**config.mk**
```make
export PLATFORM = sky130hd
export DESIGN_NAME = sdr_fifo
export DESIGN_NICKNAME = d
export VERILOG_FILES = /design/src/rtl/sdr_pkg.sv /design/src/rtl/sdr_fifo.sv
export VERILOG_INCLUDE_DIRS = /design/src /design/src/rtl
export SDC_FILE = /design/constraint.sdc
export NUM_CORES = 1
export LEC_CHECK = 0
export BUFFER_PORTS_ARGS = -buffer_cell sky130_fd_sc_hd__buf_2
export CAP_MARGIN = 15
export CORE_MARGIN = 10
export CORE_UTILIZATION = 40
export CTS_CLUSTER_SIZE = 25
export DETAILED_ROUTE_END_ITERATION = 6
export SLEW_MARGIN = 10
export SYNTH_ARGS = -nofsm -noshare
export SYNTH_HDL_FRONTEND = slang
export SYNTH_SLANG_ARGS = --single-unit
```
**constraint.sdc**
```tcl
create_clock -name aclk -period 7.88 [get_ports aclk]
set_clock_uncertainty 0.2 [all_clocks]
set_input_delay 1.576 -clock aclk [delete_from_list [all_inputs] [get_ports aclk]]
set_output_delay 1.576 -clock aclk [all_outputs]
set_load 0.1 [all_outputs]
```
**src/rtl/segment_distance_and_reflection_top_defines.svh**
```systemverilog
// ----------------------------------------------------------------------------
// Segment distance and reflection: assertion macros
// Shared check macros, compiled out for synthesis.
// ----------------------------------------------------------------------------
`ifndef SEGMENT_DISTANCE_AND_REFLECTION_TOP_DEFINES_SVH
`define SEGMENT_DISTANCE_AND_REFLECTION_TOP_DEFINES_SVH

`ifndef SYNTHESIS
// Check that prop holds at every edge outside reset
`define SDR_ASSERT(lbl, clk, rstn, prop) \
    lbl: assert property (@(posedge clk) disable iff (!rstn) (prop)) \
        else $error("sdr check failed");
// Check that nxt holds in the cycle after cond
`define SDR_ASSERT_NEXT(lbl, clk, rstn, cond, nxt) \
    lbl: assert property (@(posedge clk) disable iff (!rstn) (cond) |=> (nxt)) \
        else $error("sdr check failed");
`else
`define SDR_ASSERT(lbl, clk, rstn, prop)
`define SDR_ASSERT_NEXT(lbl, clk, rstn, cond, nxt)
`endif

`endif

```
**src/rtl/sdr_pkg.sv**
```systemverilog
// ----------------------------------------------------------------------------
// sdr_pkg
// Types, register indexes and helpers of the segment collision kernel.
// ----------------------------------------------------------------------------
`timescale 1ns / 1ps

package sdr_pkg;

    // Configuration register indexes
    localparam int CFG_IDX_W = 3;
    localparam logic [CFG_IDX_W-1:0] REG_START_X = 3'd0;
    localparam logic [CFG_IDX_W-1:0] REG_START_Y = 3'd1;
    localparam logic [CFG_IDX_W-1:0] REG_COS     = 3'd2;
    localparam logic [CFG_IDX_W-1:0] REG_SIN     = 3'd3;
    localparam logic [CFG_IDX_W-1:0] REG_LENGTH  = 3'd4;

    // Queue between front and back
    localparam int QDEPTH = 4;
    localparam int QPTR_W = 2;
    localparam int QCNT_W = 3;

    // Square root pipeline
    localparam int ROOT_STAGES = 32;

    localparam logic [30:0] DIST_MAX = 31'h7FFF_FFFF;

    typedef struct packed {
        logic signed [31:0] start_x;
        logic signed [31:0] start_y;
        logic signed [17:0] cos_a;
        logic signed [17:0] sin_a;
        logic [30:0]        seg_len;
    } cfg_t;

    // One classified item, handed from front to back
    typedef struct packed {
        logic [30:0]        a_abs;   // along-segment offset magnitude
        logic [30:0]        b_abs;   // perpendicular offset magnitude
        logic               far;     // distance certainly saturates
        logic signed [34:0] dot;     // v.n floored to Q19.16
        logic signed [31:0] vel_x;
        logic signed [31:0] vel_y;
    } q_item_t;

    // Saturate a 40-bit signed value to the signed 32-bit range
    function automatic logic [31:0] sat32(input logic [39:0] v);
        logic [31:0] r;
        if (!v[39] && (|v[38:31])) begin
            r = 32'h7FFF_FFFF;
        end else if (v[39] && !(&v[38:31])) begin
            r = 32'h8000_0000;
        end else begin
            r = v[31:0];
        end
        return r;
    endfunction

endpackage

```
**src/rtl/sdr_fifo.sv**
```systemverilog
// ----------------------------------------------------------------------------
// sdr_fifo
// Short register queue that decouples the front from the back.
// ----------------------------------------------------------------------------
`timescale 1ns / 1ps
`include "segment_distance_and_reflection_top_defines.svh"

module sdr_fifo (
    input  logic               aclk,
    input  logic               aresetn,
    input  logic               push,
    input  sdr_pkg::q_item_t   push_item,
    output logic               push_ready,
    input  logic               pop,
    output logic               pop_valid,
    output sdr_pkg::q_item_t   pop_item
);

    sdr_pkg::q_item_t                mem [0:sdr_pkg::QDEPTH-1];
    logic [sdr_pkg::QPTR_W-1:0]      wr_ptr_reg, rd_ptr_reg;
    logic [sdr_pkg::QCNT_W-1:0]      count_reg;
    logic                            do_push, do_pop;

    assign push_ready = (count_reg != sdr_pkg::QCNT_W'(sdr_pkg::QDEPTH));
    assign pop_valid  = (count_reg != '0);
    assign do_push    = push && push_ready;
    assign do_pop     = pop && pop_valid;
    assign pop_item   = mem[rd_ptr_reg];

    // Store the item at the write pointer
    always_ff @(posedge aclk) begin
        if (do_push) begin
            mem[wr_ptr_reg] <= push_item;
        end
    end

    // Advance pointers and fill count
    always_ff @(posedge aclk) begin
        if (!aresetn) begin
            wr_ptr_reg <= '0;
            rd_ptr_reg <= '0;
            count_reg  <= '0;
        end else begin
            if (do_push) begin
                wr_ptr_reg <= wr_ptr_reg + 1'b1;
            end
            if (do_pop) begin
                rd_ptr_reg <= rd_ptr_reg + 1'b1;
            end
            if (do_push && !do_pop) begin
                count_reg <= count_reg + 1'b1;
            end else if (do_pop && !do_push) begin
                count_reg <= count_reg - 1'b1;
            end
        end
    end

    `SDR_ASSERT(a_fifo_bound, aclk, aresetn, count_reg <= sdr_pkg::QCNT_W'(sdr_pkg::QDEPTH))
    `SDR_ASSERT_NEXT(a_fifo_fill, aclk, aresetn, do_push && !do_pop, count_reg == $past(count_reg) + 1'b1)

endmodule

```
==> flow_summary.yaml, run 1 <==
timing:
  hold_slack_ns: 0.305
  slew_headroom: 0.350
  finalSetupTns_ns: 0
  fin_crit_ns: 4.78
  max_freq_mhz: 209
  setup_viol: 0
  tightest_slew_ns: 0.976
  finalCritPeriodShare: 0.607
  drv_slew: 0
  finalHoldViolCount: 0
  rsz0062_at_grt: "false"
detailed_routing:
  drt-vias-per-instance: 5.06
  ant_nets: 0
  first_iter_violations: 690
  drt_wl_total_mm: 48.9
  detail_route.first_pass.iterations: 4
  drcViolationCount: 0
  vias: 10600
  wl_per_cell_um: 23.3
finish:
  design_area_um2: 28600
  drive_above_1_share: 0.455
  nets: 1442
  area_delta_synth_final_pct: 19.9
  n_fill_cell: 4857
  fin_util: 0.484
  largest_reg_flops: 648
logic_synthesis:
  syn_area_um2: 23800
  synth_nets: 1066
  synth_seq_cells: 657
  yosysUniqueCellTypes: 23
  yosys_warnings: 0
  ys_seq_area_frac: 0.825
  postSynthCellCount: 894
  avgSynthCellArea_um2: 26.6
floorplanning:
  core_area_um2: 59000
  row_count: 89
  die_y_um: 264
  start_util: 0.403
  dieArea_um2: 69700
  ios: 330
  die_w_um: 264
clock_tree:
  cts_setup_buffers: 0
  insertion_delay_ns: 0.59
  cts_inserted_buffers: 69
  clkSlewWorstSetupHoldPaths_ns: 0.06
  clock-sinks: 657
  cts_root_buf: "clkbuf_16"
  cts_buffer_depth: 3
  hold_buffers: 0
  htree_num_levels: 3
  cts_tree: "built"
  cts_resized: 0
placed_design:
  dp.final_hpwl_mm: 29.2
  port_buffers: 329
  place_area_um2: 26400
  place.gp.congestion: 0.693
hold_path:
  min_path_type: "reg -> reg"
  min_from: "wr_ptr_reg[1]$_SDFFE_PN0P_"
critical_path:
  slowest_stage: "dfxtp_4"
  slowest_delay_ns: 0.76
  critPathCaptureType: "output port"
  worstPathArrival_ns: 3.00
  path_class: "reg -> out"
  worstPathRequired_ns: 6.10
  start_kind: "flip-flop"
  rr_startpoint: "count_reg[0]$_SDFFE_PN0P_"
  crit_chain: "buf_12, mux4_2, buf_2"
  cp_max_fo: 66
grt:
  grt_pass1_wl_mm: 73.9
  grt_pass1_vias: 11300
  grt_max_degree: 137
  grt_use_total: 0.139
  grt-ovfl-total: 0
  grt_antenna_before_repair: 12
outcome:
  status: "complete, no violations"
flow_run:
  max_cap_viol_count: 0
path summary, 6_finish.rpt:
check / depth (start not counted) / slack [ns] / endpoint
worst max-delay path: 3 / 3.10 / pop_item[60]
worst min-delay path: 2 / 0.30 / wr_ptr_reg[1]$_SDFFE_PN0P_
worst max register to register: 4 / 4.79 / mem[0][58]$_DFFE_PP_
worst min register to register: 2 / 0.30 / wr_ptr_reg[1]$_SDFFE_PN0P_
cells in the final DEF (no fill, tap or decap), drive strengths merged, types with 2 or more instances in the layout:
cell    synthesis  final
buf            30    342
ha              5      5
edfxtp        648    648
nand2           5      5
xnor2           3      3
mux2i           3      3
a21boi          2      2
diode           0      3
or3             2      2
dfxtp           9      9
clkinv          0     21
bufinv          0      6
mux4          162    162
and2            8      8
clkbuf          7     93
inv             3      5
synthesized netlist by cell type:
library cell,n,share of area
a21boi_0,1,0.00032
a21boi_2,1,0.00047
and2_1,8,0.0021
buf_1,2,0.00032
buf_2,18,0.0038
buf_6,10,0.0047
clkbuf_1,7,0.0011
dfxtp_1,9,0.0076
edfxtp_1,648,0.82
fa_1,1,0.00084
ha_1,5,0.0026
inv_1,3,0.00047
mux2i_1,3,0.0013
mux4_2,162,0.15
nand2_1,5,0.00079
nor2_1,1,0.00016
nor2b_1,1,0.00026
o21ai_0,1,0.00021
o311ai_0,1,0.00037
o31ai_1,1,0.00032
or3_1,2,0.00053
xnor2_1,3,0.0011
xor2_1,1,0.00037
stage by stage:
stage	worst slack, ns	instances
after floorplan	1.54	894
after detailed placement	3.55	1972
final	3.10	2098
after global placement	3.54	1972
after global routing	2.88	2096
after CTS	2.98	2095
layer usage:
layer | wire length, um | vias to the layer above | share of wire | track usage
li1 | - | 4641 | - | -
met1 | 20100 | 5586 | 0.41 | 0.177
met2 | 23700 | 288 | 0.48 | 0.218
met3 | 3930 | 89 | 0.080 | 0.0531
met4 | 1030 | 20 | 0.021 | 0.0462
met5 | 124 | - | 0.0025 | 0
kinds of logic (layout without fill, tap and decap cells):
family                   after synthesis  count (layout)  synth area share
other                                  0               3                 0
flip-flops                           657             657             0.825
AND/OR/NAND/NOR                       17              17           0.00384
adder cells (fa/ha/maj)                6               6           0.00347
XOR/XNOR                               4               4           0.00147
buffers and inverters                 40             468            0.0104
multiplexers                         165             165             0.154
AO/OA/AOI/OAI                          5               5           0.00168
area by class of cell:
type	instances	area, um2	share of cell area
clock buffer	93	1860	0.0651
multi-input combinational	197	3940	0.138
antenna	3	7.51	0.000263
sequential	657	19600	0.688
timing repair buffer	342	1810	0.0633
inverter	3	11.3	0.000394
clock inverter	30	324	0.0113
tap	773	967	0.0339
worst max-delay path: cells and delay by family (launching register included):
family / cells / cell delay [ns]
buffers and inverters: 2 / 0.82
muxes: 1 / 0.65
DFF: 1 / 0.76
Power of run 1 is not shown: default switching activity piles up to over one toggle a cycle in this logic, so the estimate is an artifact.
==> run 2: changes to the inputs <==
- clock period: 7.88 -> 4.38 ns (I/O delays scaled with it)
==> run 2 against run 1 <==
Register-to-register slack worse by 3.0 ns. Worst setup slack worse by 2.4 ns. Critical path depth stayed put. Global-route usage is 0.16 points higher. Non-clock buffer count is 12 higher. Final cell count is 0.24% higher. Die area stayed put. Utilization is 0.27 points higher. Highest routed layer unchanged. Design area is 0.55% higher. First-iteration DRC count is 4.1% higher. Wire length is 0.32% higher.
==> flow_summary.yaml, run 2 (synthesis gave the netlist of run 1 again) <==
clock_tree:
  cts_setup_buffers: 0
  cts_tree: "built"
  hold_buffers: 0
  insertion_delay_ns: 0.59
  cts_resized: 0
  cts_root_buf: "clkbuf_16"
  clkSlewWorstSetupHoldPaths_ns: 0.06
  clock-sinks: 657
  cts_buffer_depth: 3
  htree_num_levels: 3
  cts_inserted_buffers: 69
grt:
  grt_antenna_before_repair: 9
  grt_pass1_wl_mm: 74.4
  grt_max_degree: 75
  grt-ovfl-total: 0
  grt_pass1_vias: 11400
  grt_use_total: 0.141
placed_design:
  place.gp.congestion: 0.741
  dp.final_hpwl_mm: 30.7
  port_buffers: 329
  pre_cts_ws_ns: 1.24
detailed_routing:
  vias: 10600
  drt_wl_total_mm: 49.1
  wl_per_cell_um: 23.3
  detail_route.first_pass.iterations: 5
  drcViolationCount: 0
  ant_nets: 0
  drt-vias-per-instance: 5.05
  first_iter_violations: 718
hold_path:
  hold_end: "mem[0][116]$_DFFE_PP_"
  min_from: "push_item[116]"
  min_path_type: "in -> reg"
  whs_path_depth: 1
finish:
  largest_reg_flops: 648
  final_common_cell: "edfxtp_1"
  area_delta_synth_final_pct: 20.6
  drive_above_1_share: 0.463
  layout_common_cells: "edfxtp_1 (648), buf_2 (329), mux4_2 (162)"
  nets: 1454
  n_fill_cell: 4790
critical_path:
  worstPathRequired_ns: 3.30
  path_class: "reg -> out"
  crit_chain: "buf_4, mux4_2, buf_2"
  cp_num_buf_inv: 2
  critPathCaptureType: "output port"
  setup.reg_to_reg.worst_slack_ns: 1.80
  rr_startpoint: "count_reg[0]$_SDFFE_PN0P_"
  rr_endpoint: "mem[1][35]$_DFFE_PP_"
  rr_worst_depth: 4
  start_kind: "flip-flop"
  cp_max_fo: 22
  slowest_stage: "dfxtp_4"
  cp_top_family: "buffers and inverters"
  worstPathArrival_ns: 2.59
  slowest_delay_ns: 0.63
timing:
  fin_crit_ns: 3.67
  max_freq_mhz: 273
  drv_slew: 0
  finalHoldViolCount: 0
  slew_headroom: 0.427
  finalSetupTns_ns: 0
  setup_viol: 0
  tightest_slew_ns: 0.860
  rsz0062_at_grt: "false"
  finalCritPeriodShare: 0.837
  final.setup.worst_slack_ns: 0.714
flow_run:
  max_cap_viol_count: 0
floorplanning:
  die_w_um: 264
  ios: 330
  die_y_um: 264
  core_area_um2: 59000
  start_util: 0.403
  dieArea_um2: 69700
  row_count: 89
outcome:
  status: "complete, no violations"
==> run 2: cell count changes in the layout (fill, tap and decap cells not counted), sizes merged <==
cell      previous run  this run
inv                  5         6
clkinvlp             1         2
clkinv              21        23
clkbuf              93        82
buf                342       354
==> run 2: worst max-delay path by stage <==
stage	cells after the start	slack, ns	end	startpoint
2_1_floorplan	2	0.54	mem[0][0]$_DFFE_PP_	push
3_3_place_gp	4	1.25	mem[1][32]$_DFFE_PP_	push
3_5_place_dp	3	1.24	pop_item[131]	flip-flop
4_1_cts	3	0.59	pop_item[131]	flip-flop
5_1_grt	3	0.49	pop_item[131]	flip-flop
6_report	3	0.71	pop_item[131]	flip-flop
==> run 2: cell type report <==
class | count | area [um2] | area share
tap | 773 | 967 | 0.0337
multi-input combinational | 197 | 3940 | 0.137
timing repair buffer | 354 | 1980 | 0.0691
clock inverter | 34 | 345 | 0.0120
sequential | 657 | 19600 | 0.684
inverter | 3 | 11.3 | 0.000392
clock buffer | 82 | 1820 | 0.0633
antenna | 3 | 7.51 | 0.000261
==> run 2: per-layer routing <==
| layer | part of all wire | GRT usage | vias up |
|---|---|---|---|
| li1 | - | - | 4658 |
| met1 | 0.40 | 0.178 | 5560 |
| met2 | 0.49 | 0.224 | 314 |
| met3 | 0.079 | 0.0489 | 81 |
| met4 | 0.021 | 0.0477 | 14 |
| met5 | 0.0023 | 0 | - |
==> run 2: per-stage QoR <==
step                      cells  utilization  hold WS, ns  instance area, um2
after global routing       2101        0.486        0.262               28700
after CTS                  2100        0.486        0.248               28700
after detailed placement   1984        0.450        0.295               26500
after global placement     1984        0.450        0.281               26500
after floorplan             894            -        0.268               23800
final                      2103        0.487        0.292               28700
Power of run 2 is left out for the same reason.
==> run 3: changes to the inputs <==
- clock period: 4.38 -> 3.4 ns (I/O delays scaled with it)
==> run 3 against run 2 <==
Hold slack got worse by 0.19 ns. Via count rose by 1.7%. Critical endpoint is now pop_item[113]. Worst setup slack got worse by 0.49 ns. Non-clock buffer count rose by 4. Sequential cell count did not move. Sequential share of layout area fell by 0.080 points. Critical path depth did not move. Global-route usage rose by 0.17 points. Largest cell class unchanged. Final cell count rose by 0.29%. Register-to-register slack got worse by 0.94 ns. Wire length rose by 1.7%. Die area did not move.
==> flow_summary.yaml, run 3 (synthesis gave the netlist of run 1 again) <==
critical_path:
  cp_max_fo: 42
  path_class: "reg -> out"
  critPathCaptureType: "output port"
  worstPathRequired_ns: 2.52
  worstPathArrival_ns: 2.29
  start_kind: "flip-flop"
  rr_startpoint: "count_reg[0]$_SDFFE_PN0P_"
timing:
  setup_viol: 0
  finalCritPeriodShare: 0.933
  final.setup.worst_slack_ns: 0.228
  finalHoldViolCount: 0
  max_freq_mhz: 315
  drv_slew: 0
  finalSetupTns_ns: 0
  hold_slack_ns: 0.0990
  fin_crit_ns: 3.17
  slew_headroom: 0.592
  rsz0062_at_grt: "false"
  tightest_slew_ns: 0.612
floorplanning:
  dieArea_um2: 69700
  ios: 330
  row_count: 89
  die_w_um: 264
  start_util: 0.403
  die_y_um: 264
  core_area_um2: 59000
clock_tree:
  insertion_delay_ns: 0.58
  cts_inserted_buffers: 69
  cts_root_buf: "clkbuf_16"
  cts_resized: 0
  cts_tree: "built"
  htree_num_levels: 3
  cts_buffer_depth: 3
  clock-sinks: 657
  hold_buffers: 0
  clkSlewWorstSetupHoldPaths_ns: 0.06
  cts_setup_buffers: 0
detailed_routing:
  drt_wl_total_mm: 49.9
  drt-vias-per-instance: 5.12
  first_iter_violations: 675
  drcViolationCount: 0
  vias: 10800
  wl_per_cell_um: 23.7
  detail_route.first_pass.iterations: 4
  ant_nets: 0
grt:
  met3_usage: 0.0494
  grt_use_met2: 0.224
  met1_usage: 0.186
  grt_use_total: 0.143
  grt_antenna_before_repair: 11
  grt-ovfl-total: 0
  grt_max_degree: 92
  busiest_layer: "met2"
  grt_pass1_vias: 11500
  grt_pass1_wl_mm: 75.7
finish:
  final_common_cell: "edfxtp_1"
  area_delta_synth_final_pct: 20.7
  nets: 1458
  drive_above_1_share: 0.461
  largest_reg_flops: 648
  layout_common_cells: "edfxtp_1 (648), buf_2 (329), mux4_2 (162)"
  n_fill_cell: 4806
  stdcell_count: 2109
flow_run:
  max_cap_viol_count: 0
placed_design:
  pre_cts_ws_ns: 0.645
  place.gp.congestion: 0.702
  dp.cells: 1988
  dp.final_hpwl_mm: 31.4
  port_buffers: 329
hold_path:
  min_path_type: "in -> reg"
  min_from: "push_item[113]"
outcome:
  status: "complete, no violations"
[run 3: cell count changes in the layout (fill, tap and decap cells not counted)]
cell / before / now
buf_12: 12 / 21
clkbuf_16: 71 / 72
clkinv_1: 14 / 21
buf_4: 13 / 8
clkbuf_1: 11 / 10
clkinv_8: 2 / 1
clkinv_2: 6 / 9
bufinv_16: 6 / 1
diode_2: 3 / 1
[run 3: final timing paths]
kind | endpoint | slack (ns) | depth (start not counted)
hold / removal | mem[0][113]$_DFFE_PP_ | 0.1 | 1
setup / recovery | pop_item[113] | 0.23 | 3
hold reg to reg | wr_ptr_reg[1]$_SDFFE_PN0P_ | 0.30 | 2
setup reg to reg | count_reg[2]$_SDFFE_PN0P_ | 0.86 | 8
[run 3: layer usage]
layer,part of all wire,vias up,wire [um]
li1,-,4673,-
met1,0.41,5728,20700
met2,0.49,299,24400
met3,0.075,87,3750
met4,0.018,20,916
met5,0.0025,-,127
[run 3: worst max-delay path, cell delays in order (launching register included)]
cell and delay [ns]:
dfxtp_4 0.43, buf_12 0.34, mux4_2 0.58, buf_2 0.31
[run 3: area by class of cell]
type,instances,area [um2],share of cell area
Sequential cell,657,19600,0.683
Multi-Input combinational cell,197,3940,0.137
Timing Repair Buffer,358,2130,0.0740
Clock buffer,82,1840,0.0640
Tap cell,773,967,0.0336
Clock inverter,38,220,0.00766
Inverter,3,11.3,0.000392
Antenna cell,1,2.50,0.0000870
[run 3: metrics by stage]
stage          cell area, um2  utilization
6_report                28800        0.487
5_1_grt                 28700        0.487
4_1_cts                 28700        0.487
3_5_place_dp            26700        0.452
3_3_place_gp            26700        0.452
2_1_floorplan           23800            -
Power of run 3 is left out for the same reason.
